--- config.mk ---
export PLATFORM = sky130hd
export DESIGN_NAME = mbrot_queue
export DESIGN_NICKNAME = d
export VERILOG_FILES = /design/src/mbrot_pkg.sv /design/src/mbrot_queue.sv
export VERILOG_INCLUDE_DIRS = /design/src /design/src/src
export SDC_FILE = /design/constraint.sdc
export NUM_CORES = 1
export LEC_CHECK = 0
export ABC_AREA = 1
export BUFFER_PORTS_ARGS = -buffer_cell sky130_fd_sc_hd__buf_2
export CAP_MARGIN = 20
export CORE_MARGIN = 5
export CORE_UTILIZATION = 45
export CTS_CLUSTER_DIAMETER = 40
export CTS_CLUSTER_SIZE = 40
export DETAILED_ROUTE_END_ITERATION = 8
export GPL_ROUTABILITY_DRIVEN = 0
export GPL_TIMING_DRIVEN = 0
export PLACE_DENSITY_LB_ADDON = 0.05
export RECOVER_POWER = 100
export SLEW_MARGIN = 20
export SYNTH_ARGS = -nofsm -noshare
export SYNTH_HDL_FRONTEND = slang
export SYNTH_SLANG_ARGS = --single-unit
--- constraint.sdc ---
create_clock -name clk -period 4.6 [get_ports clk]
set_input_delay 0.46 -clock clk [delete_from_list [all_inputs] [get_ports clk]]
set_output_delay 0.46 -clock clk [all_outputs]
set_load 0.02 [all_outputs]
--- src/assert_macros.svh ---
// assertion macros shared by the mandelbrot pixel core modules
`ifndef ASSERT_MACROS_SVH
`define ASSERT_MACROS_SVH

`ifndef SYNTHESIS
// property that must hold at every clock edge outside reset
`define ASSERT_CLK(label, clk, rst, prop, msg) \
  label: assert property (@(posedge clk) disable iff (rst) prop) else $error(msg);
// condition that must never be true outside reset
`define ASSERT_NEVER(label, clk, rst, cond, msg) \
  label: assert property (@(posedge clk) disable iff (rst) !(cond)) else $error(msg);
`else
`define ASSERT_CLK(label, clk, rst, prop, msg)
`define ASSERT_NEVER(label, clk, rst, cond, msg)
`endif

`endif

--- src/mbrot_pkg.sv ---
// shared types, constants and the ln table of the mandelbrot pixel core
`default_nettype none

package mbrot_pkg;

  // default parameter values
  localparam int COORD_BITS_DEF    = 12;
  localparam int FRACTION_BITS_DEF = 28;

  // configuration port
  localparam int CFG_IDX_W  = 3;
  localparam int CFG_DATA_W = 32;
  localparam int LIMIT_W    = 16;

  typedef enum logic [CFG_IDX_W-1:0] {
    REG_ORIGIN_REAL,
    REG_ORIGIN_IMAG,
    REG_STEP_REAL,
    REG_STEP_IMAG,
    REG_ITER_LIMIT
  } cfg_reg_t;

  // register reset values
  localparam logic signed [31:0] ORIGIN_REAL_RST = -32'sd644245094;
  localparam logic signed [31:0] ORIGIN_IMAG_RST = -32'sd322122547;
  localparam logic signed [31:0] STEP_REAL_RST   = 32'sd1342177;
  localparam logic signed [31:0] STEP_IMAG_RST   = 32'sd1342177;
  localparam logic [LIMIT_W-1:0] ITER_LIMIT_RST  = 16'd100;

  // queue between front and back
  localparam int QUEUE_DEPTH = 2;
  localparam int QPTR_W      = (QUEUE_DEPTH > 1) ? $clog2(QUEUE_DEPTH) : 1;
  localparam int QCNT_W      = $clog2(QUEUE_DEPTH + 1);

  // one point c of the complex plane
  typedef struct packed {
    logic signed [31:0] re;
    logic signed [31:0] im;
  } cpoint_t;

  // queue fill status
  typedef struct packed {
    logic              empty;
    logic [QCNT_W-1:0] count;
  } qstat_t;

  // iteration sequencer states
  typedef enum logic [2:0] {
    ST_IDLE,
    ST_STEP,
    ST_MULT,
    ST_LOG,
    ST_COLOR
  } back_state_t;

  // round(256 * ln(n)), entries 0 and 1 are zero
  localparam logic [10:0] LN_Q8 [64] = '{
    11'd0,    11'd0,    11'd177,  11'd281,  11'd355,  11'd412,  11'd459,  11'd498,
    11'd532,  11'd562,  11'd589,  11'd614,  11'd636,  11'd657,  11'd676,  11'd693,
    11'd710,  11'd725,  11'd740,  11'd754,  11'd767,  11'd779,  11'd791,  11'd803,
    11'd814,  11'd824,  11'd834,  11'd844,  11'd853,  11'd862,  11'd871,  11'd879,
    11'd887,  11'd895,  11'd903,  11'd910,  11'd917,  11'd924,  11'd931,  11'd938,
    11'd944,  11'd951,  11'd957,  11'd963,  11'd969,  11'd975,  11'd980,  11'd986,
    11'd991,  11'd996,  11'd1001, 11'd1007, 11'd1012, 11'd1016, 11'd1021, 11'd1026,
    11'd1030, 11'd1035, 11'd1039, 11'd1044, 11'd1048, 11'd1052, 11'd1057, 11'd1061
  };

endpackage

`default_nettype wire

--- src/mbrot_queue.sv ---
// short queue of points between the front end and the iteration engine
`default_nettype none
`include "assert_macros.svh"

module mbrot_queue (
  input  logic               clk,
  input  logic               rst,
  input  logic               push,
  input  mbrot_pkg::cpoint_t wdata,
  input  logic               pop,
  output mbrot_pkg::cpoint_t rdata,
  output mbrot_pkg::qstat_t  stat
);
  import mbrot_pkg::*;

  cpoint_t           entries [QUEUE_DEPTH];
  logic [QPTR_W-1:0] wr_ptr;
  logic [QPTR_W-1:0] rd_ptr;
  logic [QCNT_W-1:0] count;

  // entry storage
  always_ff @(posedge clk) begin
    if (push) begin
      entries[wr_ptr] <= wdata;
    end
  end

  // pointers and fill count
  always_ff @(posedge clk) begin
    if (rst) begin
      wr_ptr <= '0;
      rd_ptr <= '0;
      count  <= '0;
    end else begin
      if (push) begin
        wr_ptr <= (wr_ptr == QPTR_W'(QUEUE_DEPTH - 1)) ? '0 : wr_ptr + 1'b1;
      end
      if (pop) begin
        rd_ptr <= (rd_ptr == QPTR_W'(QUEUE_DEPTH - 1)) ? '0 : rd_ptr + 1'b1;
      end
      case ({push, pop})
        2'b10:   count <= count + 1'b1;
        2'b01:   count <= count - 1'b1;
        default: count <= count;
      endcase
    end
  end

  assign rdata      = entries[rd_ptr];
  assign stat.empty = (count == '0);
  assign stat.count = count;

  `ASSERT_NEVER(q_no_overflow, clk, rst, push && !pop && count == QCNT_W'(QUEUE_DEPTH), "push into full queue")
  `ASSERT_NEVER(q_no_underflow, clk, rst, pop && count == '0, "pop from empty queue")
  `ASSERT_CLK(q_count_up, clk, rst, (push && !pop) |=> (count == $past(count) + 1'b1), "count did not follow push")

endmodule

`default_nettype wire

==> summary.md <==
| Metric | Value |
|---|---|
| Sink Count | `133` |
| Routed WL | `9.00 mm` |
| Residual DRC | `0` |
| CTS tree | `built` |
| Routed wire length per instance | `16.6 um` |
| Crit-path cells | `nor2_1, clkbuf_1, clkbuf_1` |
| Fin. max-slew vios | `0` |
| Drt initial violations | `100` |
| Most used cell, CP | `clkbuf_1` |
| Crit share post-route | `65.1%` |
| Multi-input logic area | `838 sq um` |
| Placed insts | `511` |
| Syn Nets | `299` |
| Register area | `3940 sq um` |
| Layout Cells excl Fill | `543` |
| Rel. slew slack | `11.1%` |
| Endpoints failing hold | `0` |
| RSZ-0062 raised after global routing | `no` |
| Hold crit path type | `input pin to register` |
| Required time of the critical path | `4.62 ns` |
| Min Hold Slack | `0.244 ns` |
| Mean Syn Cell Area | `22.3 sq um` |
| Synth top area cells | `edfxtp_1, mux2_4, buf_12, dfxtp_1, mux2_2` |
| Seq/Total Area, Yosys | `76.7%` |
| Crit Path Category | `register to register` |
| Library cells used by synthesis | `15` |
| Leak | `2.31 nW` |
| Die Area | `13700 sq um` |
| CTS Hold Bufs | `0` |
| Mapped Cells | `230` |
| Max-cap viol count | `0` |
| Pwr Density | `483 nW/um^2` |
| Most common cell after layout, fill and taps aside | `edfxtp_1` |
| Post-synth top area share | `74.8%` |
| Data arrival time of the critical path | `3.01 ns` |
| Sum of negative setup slack | `0 ns` |
| Finish-stage setup viols | `0` |
| Root Buffer | `clkbuf_16` |
| Clock buffer count from CTS | `17` |
| Fin Clk Skew | `0.00533 ns` |
| Dominant delay contributor by cell family on the critical path | `buffers and inverters` |
| N_diodes | `0` |
| Setup WS post-layout | `1.61 ns` |
| Routed Antenna Nets | `0` |
| Site Rows | `39` |
| Synthesis-to-layout area growth | `21.5%` |
| Share of cells above drive strength 1 | `34.3%` |
| Fillcell total | `963` |
| Vias/cell | `4.68` |
| Clock tree buffer depth | `2` |
| Switching power | `0.000656 W` |
| Max Clock Freq | `334 MHz` |
| Worst vdd ir | `259 uV` |
| Slowest CP cell | `clkbuf_1` |
| Chip Width | `117 um` |
| Clock transition at the registers of the reported paths | `0.05 ns` |
| Pre-CTS WS | `2.85 ns` |
| Post-CTS sizing | `0` |
| Initial antenna violation count | `1` |
| Critical Path Source Type | `register` |
| IO Count | `135` |
| Global-route wire length before repair | `13.5 mm` |
| Synth Cell Area | `5140 sq um` |
| Clk pwr share | `42.8%` |
| Sw Share | `21.8%` |
| Initial core utilization | `45.4%` |
| Min cycle time layout | `2.99 ns` |
| Grt total ovfl | `0` |
| Core Box Area | `11300 sq um` |
| Pin count of the biggest net entering global routing | `39` |
| Crit. End Element | `register` |
| Pint | `0.00236 W` |
| Gate power share | `10.2%` |
| Vias in the first global route | `2705` |
| Slew @ Worst Pin | `1.33 ns` |
| Worst path bufs/invs | `2` |
| Critical Path Max Stage Delay | `0.84 ns` |
| Worst-Skew Late Latency | `0.40 ns` |
| Dpl hpwl | `6.23 mm` |
| Gr usage total | `13.6%` |
| H-Tree Depth | `4` |
| Reg power frac | `47.0%` |
| CP max FO | `18` |
| Status | `finished, final reports clean` |
| Via count | `2541` |
| Count of warnings emitted by yosys | `0` |
| Die height | `117 um` |
| Post-CTS Repair Setup Buffers | `0` |
| First-pass DRT Iterations | `4` |
| Final Net Count | `456` |
| Most frequent cells in the layout | `edfxtp_1, buf_2, mux2_1` |
| IO Port Bufs | `134` |
| Dominant cell type by area after synthesis | `edfxtp_1` |
| Flops & latches, synth | `133` |
## synth_stat cells
master and count:
dfxtp_1 5, buf_6 1, buf_12 6, nand4_1 1, nand2_1 5, nor3_1 1
inv_1 6, xnor2_1 1, edfxtp_1 128, mux2_4 60, ha_1 1, a21oi_1 1
nor2_1 9, o21ai_0 1, mux2_2 4
## worst reg2reg max path: cells and delay by family (launching register included)
family | cells | cell delay, ns
buf+inv | 2 | 1.51
simple gates | 1 | 0.77
flops | 1 | 0.33
## power groups by stage
| stage | clock, W | sequential, W | combinational (W) |
|---|---|---|---|
| floorplan | 0 | 0.00145 | 0.000264 |
| global placement | 0 | 0.00145 | 0.000384 |
| detailed placement | 0 | 0.00144 | 0.000402 |
| CTS | 0.00132 | 0.00142 | 0.000403 |
| global route | 0.00138 | 0.00142 | 0.000334 |
| finish | 0.00129 | 0.00142 | 0.000307 |
## metrics by stage
| stage | instance area (sq um) | total power [W] | util, % |
|---|---|---|---|
| finish | 6240 | 0.00301 | 55.1 |
| global placement | 5990 | 0.00183 | 52.9 |
| global route | 6240 | 0.00314 | 55.1 |
| floorplan | 5140 | 0.00171 | - |
| CTS | 6670 | 0.00315 | 58.9 |
| detailed placement | 6090 | 0.00185 | 53.8 |
## state kept, by name, summed over array words and instances, names as in the netlist, named ones only
register and count:
rd_ptr 1, count 2, wr_ptr 1, entries 128
## path summary, 6_finish.rpt
check | start | cells after the start | end | slack (ns)
setup / recovery | wr_ptr$_SDFFE_PP0P_ | 3 | entries[0][4]$_DFFE_PP_ | 1.61
hold / removal | wdata[29] | 1 | entries[0][29]$_DFFE_PP_ | 0.24
setup reg to reg | wr_ptr$_SDFFE_PP0P_ | 3 | entries[0][4]$_DFFE_PP_ | 1.61
hold reg to reg | count[1]$_SDFFE_PP0P_ | 2 | count[1]$_SDFFE_PP0P_ | 0.52
## layout make-up
cell class | instances | share of cell area (%)
clock buffer | 20 | 7.00
inverter | 6 | 0.381
clock inverter | 12 | 2.18
timing repair buffer | 138 | 10.5
sequential | 133 | 63.2
buffer | 7 | 0.421
tap | 143 | 2.87
multi-input combinational | 84 | 13.4
## routing by layer
layer  GRT usage [%]  routed length, um
met1            15.5               3620
met2            22.2               4630
met3            6.27                683
met4            5.73                 55
met5               0                 11
## kinds of logic (layout without fill, tap and decap cells)
group / count (synthesis) / in the layout / share of synthesized area [%]
buffers and inverters: 13 / 183 / 2.99
and+or+nand+nor: 16 / 16 / 1.24
xor gates and xnor gates: 1 / 1 / 0.170
muxes: 64 / 64 / 18.4
DFF: 133 / 133 / 76.7
adders and majority gates: 1 / 1 / 0.243
AOI/OAI and AO/OA: 2 / 2 / 0.195
(Power assumes the default switching activity.)
