$ cat config.mk
export PLATFORM = sky130hd
export DESIGN_NAME = mbrot_front
export DESIGN_NICKNAME = d
export VERILOG_FILES = /design/src/assert_macros.svh /design/src/mbrot_pkg.sv /design/src/mbrot_front.sv
export SDC_FILE = /design/constraint.sdc
export NUM_CORES = 2
export LEC_CHECK = 0
export ABC_AREA = 1
export ABC_CLOCK_PERIOD_IN_PS = 5850
export BUFFER_PORTS_ARGS = -buffer_cell sky130_fd_sc_hd__buf_4
export CORE_AREA = 5 5 319 321
export CTS_CLUSTER_DIAMETER = 60
export DETAILED_ROUTE_END_ITERATION = 16
export DIE_AREA = 0 0 324 326
export GPL_TIMING_DRIVEN = 0
export SETUP_SLACK_MARGIN = 0.15
export SYNTH_ARGS = -nofsm -noshare
export SYNTH_HDL_FRONTEND = slang
export SYNTH_SLANG_ARGS = --single-unit
$ cat constraint.sdc
create_clock -name clk -period 5.85 [get_ports clk]
set_clock_uncertainty 0.05 [all_clocks]
set_input_delay 0.585 -clock clk [delete_from_list [all_inputs] [get_ports clk]]
set_output_delay 0.585 -clock clk [all_outputs]
set_load 0.005 [all_outputs]
$ cat src/assert_macros.svh
// assertion macros shared by the mandelbrot pixel core modules
`ifndef ASSERT_MACROS_SVH
`define ASSERT_MACROS_SVH

`ifndef SYNTHESIS
// property that must hold at every clock edge outside reset
`define ASSERT_CLK(label, clk, rst, prop, msg) \
  label: assert property (@(posedge clk) disable iff (rst) prop) else $error(msg);
// condition that must never be true outside reset
`define ASSERT_NEVER(label, clk, rst, cond, msg) \
  label: assert property (@(posedge clk) disable iff (rst) !(cond)) else $error(msg);
`else
`define ASSERT_CLK(label, clk, rst, prop, msg)
`define ASSERT_NEVER(label, clk, rst, cond, msg)
`endif

`endif

$ cat src/mbrot_pkg.sv
// shared types, constants and the ln table of the mandelbrot pixel core
`default_nettype none

package mbrot_pkg;

  // default parameter values
  localparam int COORD_BITS_DEF    = 12;
  localparam int FRACTION_BITS_DEF = 28;

  // configuration port
  localparam int CFG_IDX_W  = 3;
  localparam int CFG_DATA_W = 32;
  localparam int LIMIT_W    = 16;

  typedef enum logic [CFG_IDX_W-1:0] {
    REG_ORIGIN_REAL,
    REG_ORIGIN_IMAG,
    REG_STEP_REAL,
    REG_STEP_IMAG,
    REG_ITER_LIMIT
  } cfg_reg_t;

  // register reset values
  localparam logic signed [31:0] ORIGIN_REAL_RST = -32'sd644245094;
  localparam logic signed [31:0] ORIGIN_IMAG_RST = -32'sd322122547;
  localparam logic signed [31:0] STEP_REAL_RST   = 32'sd1342177;
  localparam logic signed [31:0] STEP_IMAG_RST   = 32'sd1342177;
  localparam logic [LIMIT_W-1:0] ITER_LIMIT_RST  = 16'd100;

  // queue between front and back
  localparam int QUEUE_DEPTH = 2;
  localparam int QPTR_W      = (QUEUE_DEPTH > 1) ? $clog2(QUEUE_DEPTH) : 1;
  localparam int QCNT_W      = $clog2(QUEUE_DEPTH + 1);

  // one point c of the complex plane
  typedef struct packed {
    logic signed [31:0] re;
    logic signed [31:0] im;
  } cpoint_t;

  // queue fill status
  typedef struct packed {
    logic              empty;
    logic [QCNT_W-1:0] count;
  } qstat_t;

  // iteration sequencer states
  typedef enum logic [2:0] {
    ST_IDLE,
    ST_STEP,
    ST_MULT,
    ST_LOG,
    ST_COLOR
  } back_state_t;

  // round(256 * ln(n)), entries 0 and 1 are zero
  localparam logic [10:0] LN_Q8 [64] = '{
    11'd0,    11'd0,    11'd177,  11'd281,  11'd355,  11'd412,  11'd459,  11'd498,
    11'd532,  11'd562,  11'd589,  11'd614,  11'd636,  11'd657,  11'd676,  11'd693,
    11'd710,  11'd725,  11'd740,  11'd754,  11'd767,  11'd779,  11'd791,  11'd803,
    11'd814,  11'd824,  11'd834,  11'd844,  11'd853,  11'd862,  11'd871,  11'd879,
    11'd887,  11'd895,  11'd903,  11'd910,  11'd917,  11'd924,  11'd931,  11'd938,
    11'd944,  11'd951,  11'd957,  11'd963,  11'd969,  11'd975,  11'd980,  11'd986,
    11'd991,  11'd996,  11'd1001, 11'd1007, 11'd1012, 11'd1016, 11'd1021, 11'd1026,
    11'd1030, 11'd1035, 11'd1039, 11'd1044, 11'd1048, 11'd1052, 11'd1057, 11'd1061
  };

endpackage

`default_nettype wire

$ cat src/mbrot_front.sv
// front end: configuration registers and mapping of a pixel to the point c
`default_nettype none

module mbrot_front #(
  parameter int COORD_BITS = mbrot_pkg::COORD_BITS_DEF
) (
  input  logic                            clk,
  input  logic                            rst,
  input  logic                            start,
  output logic                            busy,
  input  logic [COORD_BITS-1:0]           column,
  input  logic [COORD_BITS-1:0]           row,
  input  logic                            cfg_we,
  input  logic [mbrot_pkg::CFG_IDX_W-1:0] cfg_index,
  input  logic [mbrot_pkg::CFG_DATA_W-1:0] cfg_data,
  input  mbrot_pkg::qstat_t               qstat,
  output logic                            push,
  output mbrot_pkg::cpoint_t              point,
  output logic [mbrot_pkg::LIMIT_W-1:0]   iteration_limit
);
  import mbrot_pkg::*;

  localparam int PROD_W = COORD_BITS + 33;
  localparam int SUM_W  = PROD_W + 1;

  logic signed [31:0]       origin_real;
  logic signed [31:0]       origin_imag;
  logic signed [31:0]       step_real;
  logic signed [31:0]       step_imag;
  logic                     accept;
  logic                     pend;
  logic [QCNT_W:0]          occupancy;
  logic signed [COORD_BITS:0] col_s;
  logic signed [COORD_BITS:0] row_s;
  logic signed [PROD_W-1:0] prod_re;
  logic signed [PROD_W-1:0] prod_im;
  logic signed [SUM_W-1:0]  sum_re;
  logic signed [SUM_W-1:0]  sum_im;

  // clamp a wide sum to the signed 32-bit range
  function automatic logic signed [31:0] sat32(input logic signed [SUM_W-1:0] v);
    logic [SUM_W-32:0] top;
    top = v[SUM_W-1:31];
    if ((&top) || !(|top)) begin
      sat32 = v[31:0];
    end else if (v[SUM_W-1]) begin
      sat32 = 32'sh8000_0000;
    end else begin
      sat32 = 32'sh7fff_ffff;
    end
  endfunction

  // configuration registers
  always_ff @(posedge clk) begin
    if (rst) begin
      origin_real     <= ORIGIN_REAL_RST;
      origin_imag     <= ORIGIN_IMAG_RST;
      step_real       <= STEP_REAL_RST;
      step_imag       <= STEP_IMAG_RST;
      iteration_limit <= ITER_LIMIT_RST;
    end else if (cfg_we) begin
      unique case (cfg_index)
        REG_ORIGIN_REAL: origin_real     <= cfg_data[31:0];
        REG_ORIGIN_IMAG: origin_imag     <= cfg_data[31:0];
        REG_STEP_REAL:   step_real       <= cfg_data[31:0];
        REG_STEP_IMAG:   step_imag       <= cfg_data[31:0];
        REG_ITER_LIMIT:  iteration_limit <= cfg_data[LIMIT_W-1:0];
        default: ;
      endcase
    end
  end

  // hold off new transactions while the queue could run full
  assign occupancy = {1'b0, qstat.count} + {{QCNT_W{1'b0}}, pend};
  assign busy      = occupancy >= (QCNT_W + 1)'(QUEUE_DEPTH);
  assign accept    = start && !busy;

  // stage one: index times step
  assign col_s = {1'b0, column};
  assign row_s = {1'b0, row};

  always_ff @(posedge clk) begin
    if (rst) begin
      pend <= 1'b0;
    end else begin
      pend <= accept;
    end
  end

  always_ff @(posedge clk) begin
    if (accept) begin
      prod_re <= col_s * step_real;
      prod_im <= row_s * step_imag;
    end
  end

  // stage two: add the origin, saturate and hand to the queue
  assign sum_re   = SUM_W'(origin_real) + SUM_W'(prod_re);
  assign sum_im   = SUM_W'(origin_imag) + SUM_W'(prod_im);
  assign push     = pend;
  assign point.re = sat32(sum_re);
  assign point.im = sat32(sum_im);

endmodule

`default_nettype wire

==> run_results.csv <==
group,metric,value,unit
routing,drt_first_iter_violations,2986,
timing,hold_viol,0,
hold_path,hold_path_class,"primary input to flip-flop",
finish,fin_nets,7510,
setup_path,crit_end,"prod_re[36]",
finish,layout.cells.non_filler,7803,
global_routing,grt_max_degree,35,
logic_synthesis,async_reset_ff_frac,0,
cts,clk_pin_slew,60,ps
finish,fillers,10100,
cts,cts_made_buffers,30,
routing,post_drt_via_cell_ratio,5.01,
logic_synthesis,synth_warnings,0,
placed_design,post-place-cells,7737,
logic_synthesis,synth_area_per_cell,6.99,µm²
timing,min_period_over_period,0.956,
setup_path,worst_r2r_endpoint,"prod_re[36]",
logic_synthesis,syn_inst,6290,
setup_path,r2r_start,"step_real[0]",
timing,tightestPinTransition,933,ps
logic_synthesis,synth_cell_types,49,
cts,clk_latency,590,ps
die,fp.dieH,326,µm
global_routing,grt_antenna_before_repair,5,
global_routing,grt_pass1_wl,229,mm
logic_synthesis,netlist_area,44000,µm²
finish,final_cell_mix,"1896 x nand2_1, 1689 x inv_1, 675 x fa_1",
placed_design,io_buffers,146,
die,row_count,116,
routing,routedWlPerCell,19.1,µm
setup_path,endpoint_kind,"flip-flop",
setup_path,rr_worst_depth,22,
cts,cts.sinks,235,
finish,layout-drive-gt1-share,0.0904,
setup_path,rrSetupSlack,260,ps
timing,fmax,0.179,GHz
timing,setup_viol,0,
global_routing,grt_pass1_vias,38800,
cts,cts_root_buffer,"clkbuf_16",
power_and_ir_drop,power.leakage,28.1,nW
power_and_ir_drop,vdd_drop_max,0.495,mV
routing,dr.pass1.iters,5,
run_status,status,"completed",
die,core,99000,µm²
setup_path,critPathKind,"flip-flop to flip-flop",
power_and_ir_drop,power.density,444,nW/µm²
timing,rsz0062_at_grt,"yes",
setup_path,cp-start-kind,"flip-flop",
cts,clk_path_buf_depth,3,
timing,worst_slack,259,ps
die,start_util,0.444,
logic_synthesis,ys.flop_type,"dfxtp_1",
setup_path,path_max_fanout,10,
finish,final_util,0.496,
setup_path,startpoint,"step_real[0]",
run,drv_cap,0,
die,die_x,324,µm
setup_path,critPathSlowestCell,"dfxtp_1",
setup_path,slowest_delay,550,ps
routing,drc_errors,0,
placed_design,post-place-ws,-1120,ps
finish,area_delta_synth_final,11.5,%
timing,final_max_slew_viol_count,0,
logic_synthesis,synth-seq-cells,235,
placed_design,place.gp.congestion,0.969,
routing,ant_nets,0,
power_and_ir_drop,p_total,21.8,mW
logic_synthesis,synth-edff-count,90,
routing,vias,39100,
setup_path,path_cells,"clkbuf_2 -> nand2_1 -> fa_1 -> fa_1 -> inv_1 -> fa_1 -> fa_1 -> inv_1 -> fa_1 -> inv_1 -> ha_2 -> nand2_1 -> o21ai_1 -> a21oi_2 -> inv_1 -> a21oi_4 -> o21ai_2 -> nand2_1 -> nand2_1 -> nand3_1 -> nand3_1 -> nand2_1",
global_routing,grt_use_total,0.282,
routing,drt_wl_total,149,mm
logic_synthesis,synth-seq-area-share,0.127,
timing,finalCriticalPeriod,5590,ps
placed_design,hpwl,128,mm
timing,slew_headroom,0.378,
die,die_area,106000,µm²
setup_path,cp.arrival,5820,ps
cts,htree_levels,1,
cts,cts_tree,"built",
logic_synthesis,syn_nets,7322,
die,ioPinCount,148,
global_routing,grt.overflow.total,0,
finish,mostFrequentLayoutCell,"nand2_1",
setup_path,worstPathRequired,6080,ps
cts,hold_buffers,0,
==> routing by layer <==
layer	track usage	up-vias	wire length (µm)
met1	0.409	18900	66400
li1	-	18600	-
met2	0.446	1387	66000
met5	0	-	14
met3	0.0465	216	12800
met4	0.0656	2	4140
==> where the power goes <==
part           internal (mW)  leakage (nW)  switching (mW)  total, mW
combinational           6.04          25.6            11.3       17.3
sequential              2.48          2.03           0.152       2.64
clock                   1.07         0.492           0.756       1.83
total                   9.59          28.1            12.2       21.8
==> Yosys cell counts, types with 32 or more instances <==
master	n	area, µm²
clkbuf_1	174	653
edfxtp_1	90	2700
nand3_1	165	826
nand2_1	1905	7150
xor2_1	102	893
a21oi_1	167	836
dfxtp_1	145	2900
inv_1	1694	6360
o21ai_0	147	736
ha_1	288	3600
nor2_1	453	1700
fa_1	678	13600
a31oi_1	32	200
xnor2_1	47	412
==> critical path, delay by kind of cell (launching register included) <==
kind | cells | cell delay, ps
adder cells (fa/ha/maj) | 6 | 2610
AO/OA/AOI/OAI | 4 | 610
flip-flops | 1 | 550
AND/OR/NAND/NOR | 7 | 780
buffers and inverters | 5 | 720
==> per-stage QoR <==
stage                     hold WS, ps  setup TNS (ps)  instance area, µm²
after CTS                         114               0               48300
final                             147               0               49100
after global routing              130               0               49000
after floorplan                   385               0               44000
after global placement            410         -134930               46700
after detailed placement          415          -31540               46800
==> state kept, by name, summed over array words and instances, names as in the netlist <==
signal / count
push: 1
origin_real: 32
step_real: 32
prod_im: 45
iteration_limit: 16
origin_imag: 32
prod_re: 45
step_imag: 32
==> kinds of logic after synthesis <==
family	count (synthesis)	share of synthesized area
adder cells (fa/ha/maj)	966	0.390
AO/OA/AOI/OAI	406	0.0509
AND/OR/NAND/NOR	2644	0.238
XOR/XNOR	149	0.0297
flip-flops	235	0.127
buffers and inverters	1890	0.163
==> what timing repair did <==
item                       in CTS  in global routing
gates resized for setup       218                301
setup endpoints to repair      47                 42
pin swaps                       5                 13
setup buffers                   1                  6
==> how the worst min path moves through the flow <==
stage	startpoint	to	slack, ps	cells past startpoint
floorplan	origin_imag[0]	origin_imag[0]	390	2
global placement	origin_imag[3]	origin_imag[3]	410	2
detailed placement	iteration_limit[2]	iteration_limit[2]	410	2
CTS	rst	push	110	2
global route	rst	push	130	2
finish	rst	push	150	2
==> cell type report <==
cell class / count / area [µm²] / area share
multi-input combinational: 4165 / 32000 / 0.652
inverter: 1701 / 6390 / 0.130
sequential: 235 / 5670 / 0.116
tap: 1298 / 1620 / 0.0331
timing repair buffer: 156 / 1220 / 0.0248
buffer: 189 / 1180 / 0.0241
clock buffer: 40 / 851 / 0.0173
clock inverter: 16 / 135 / 0.00275
antenna: 3 / 7.51 / 0.000153
Power figures use the tool's default switching activity.
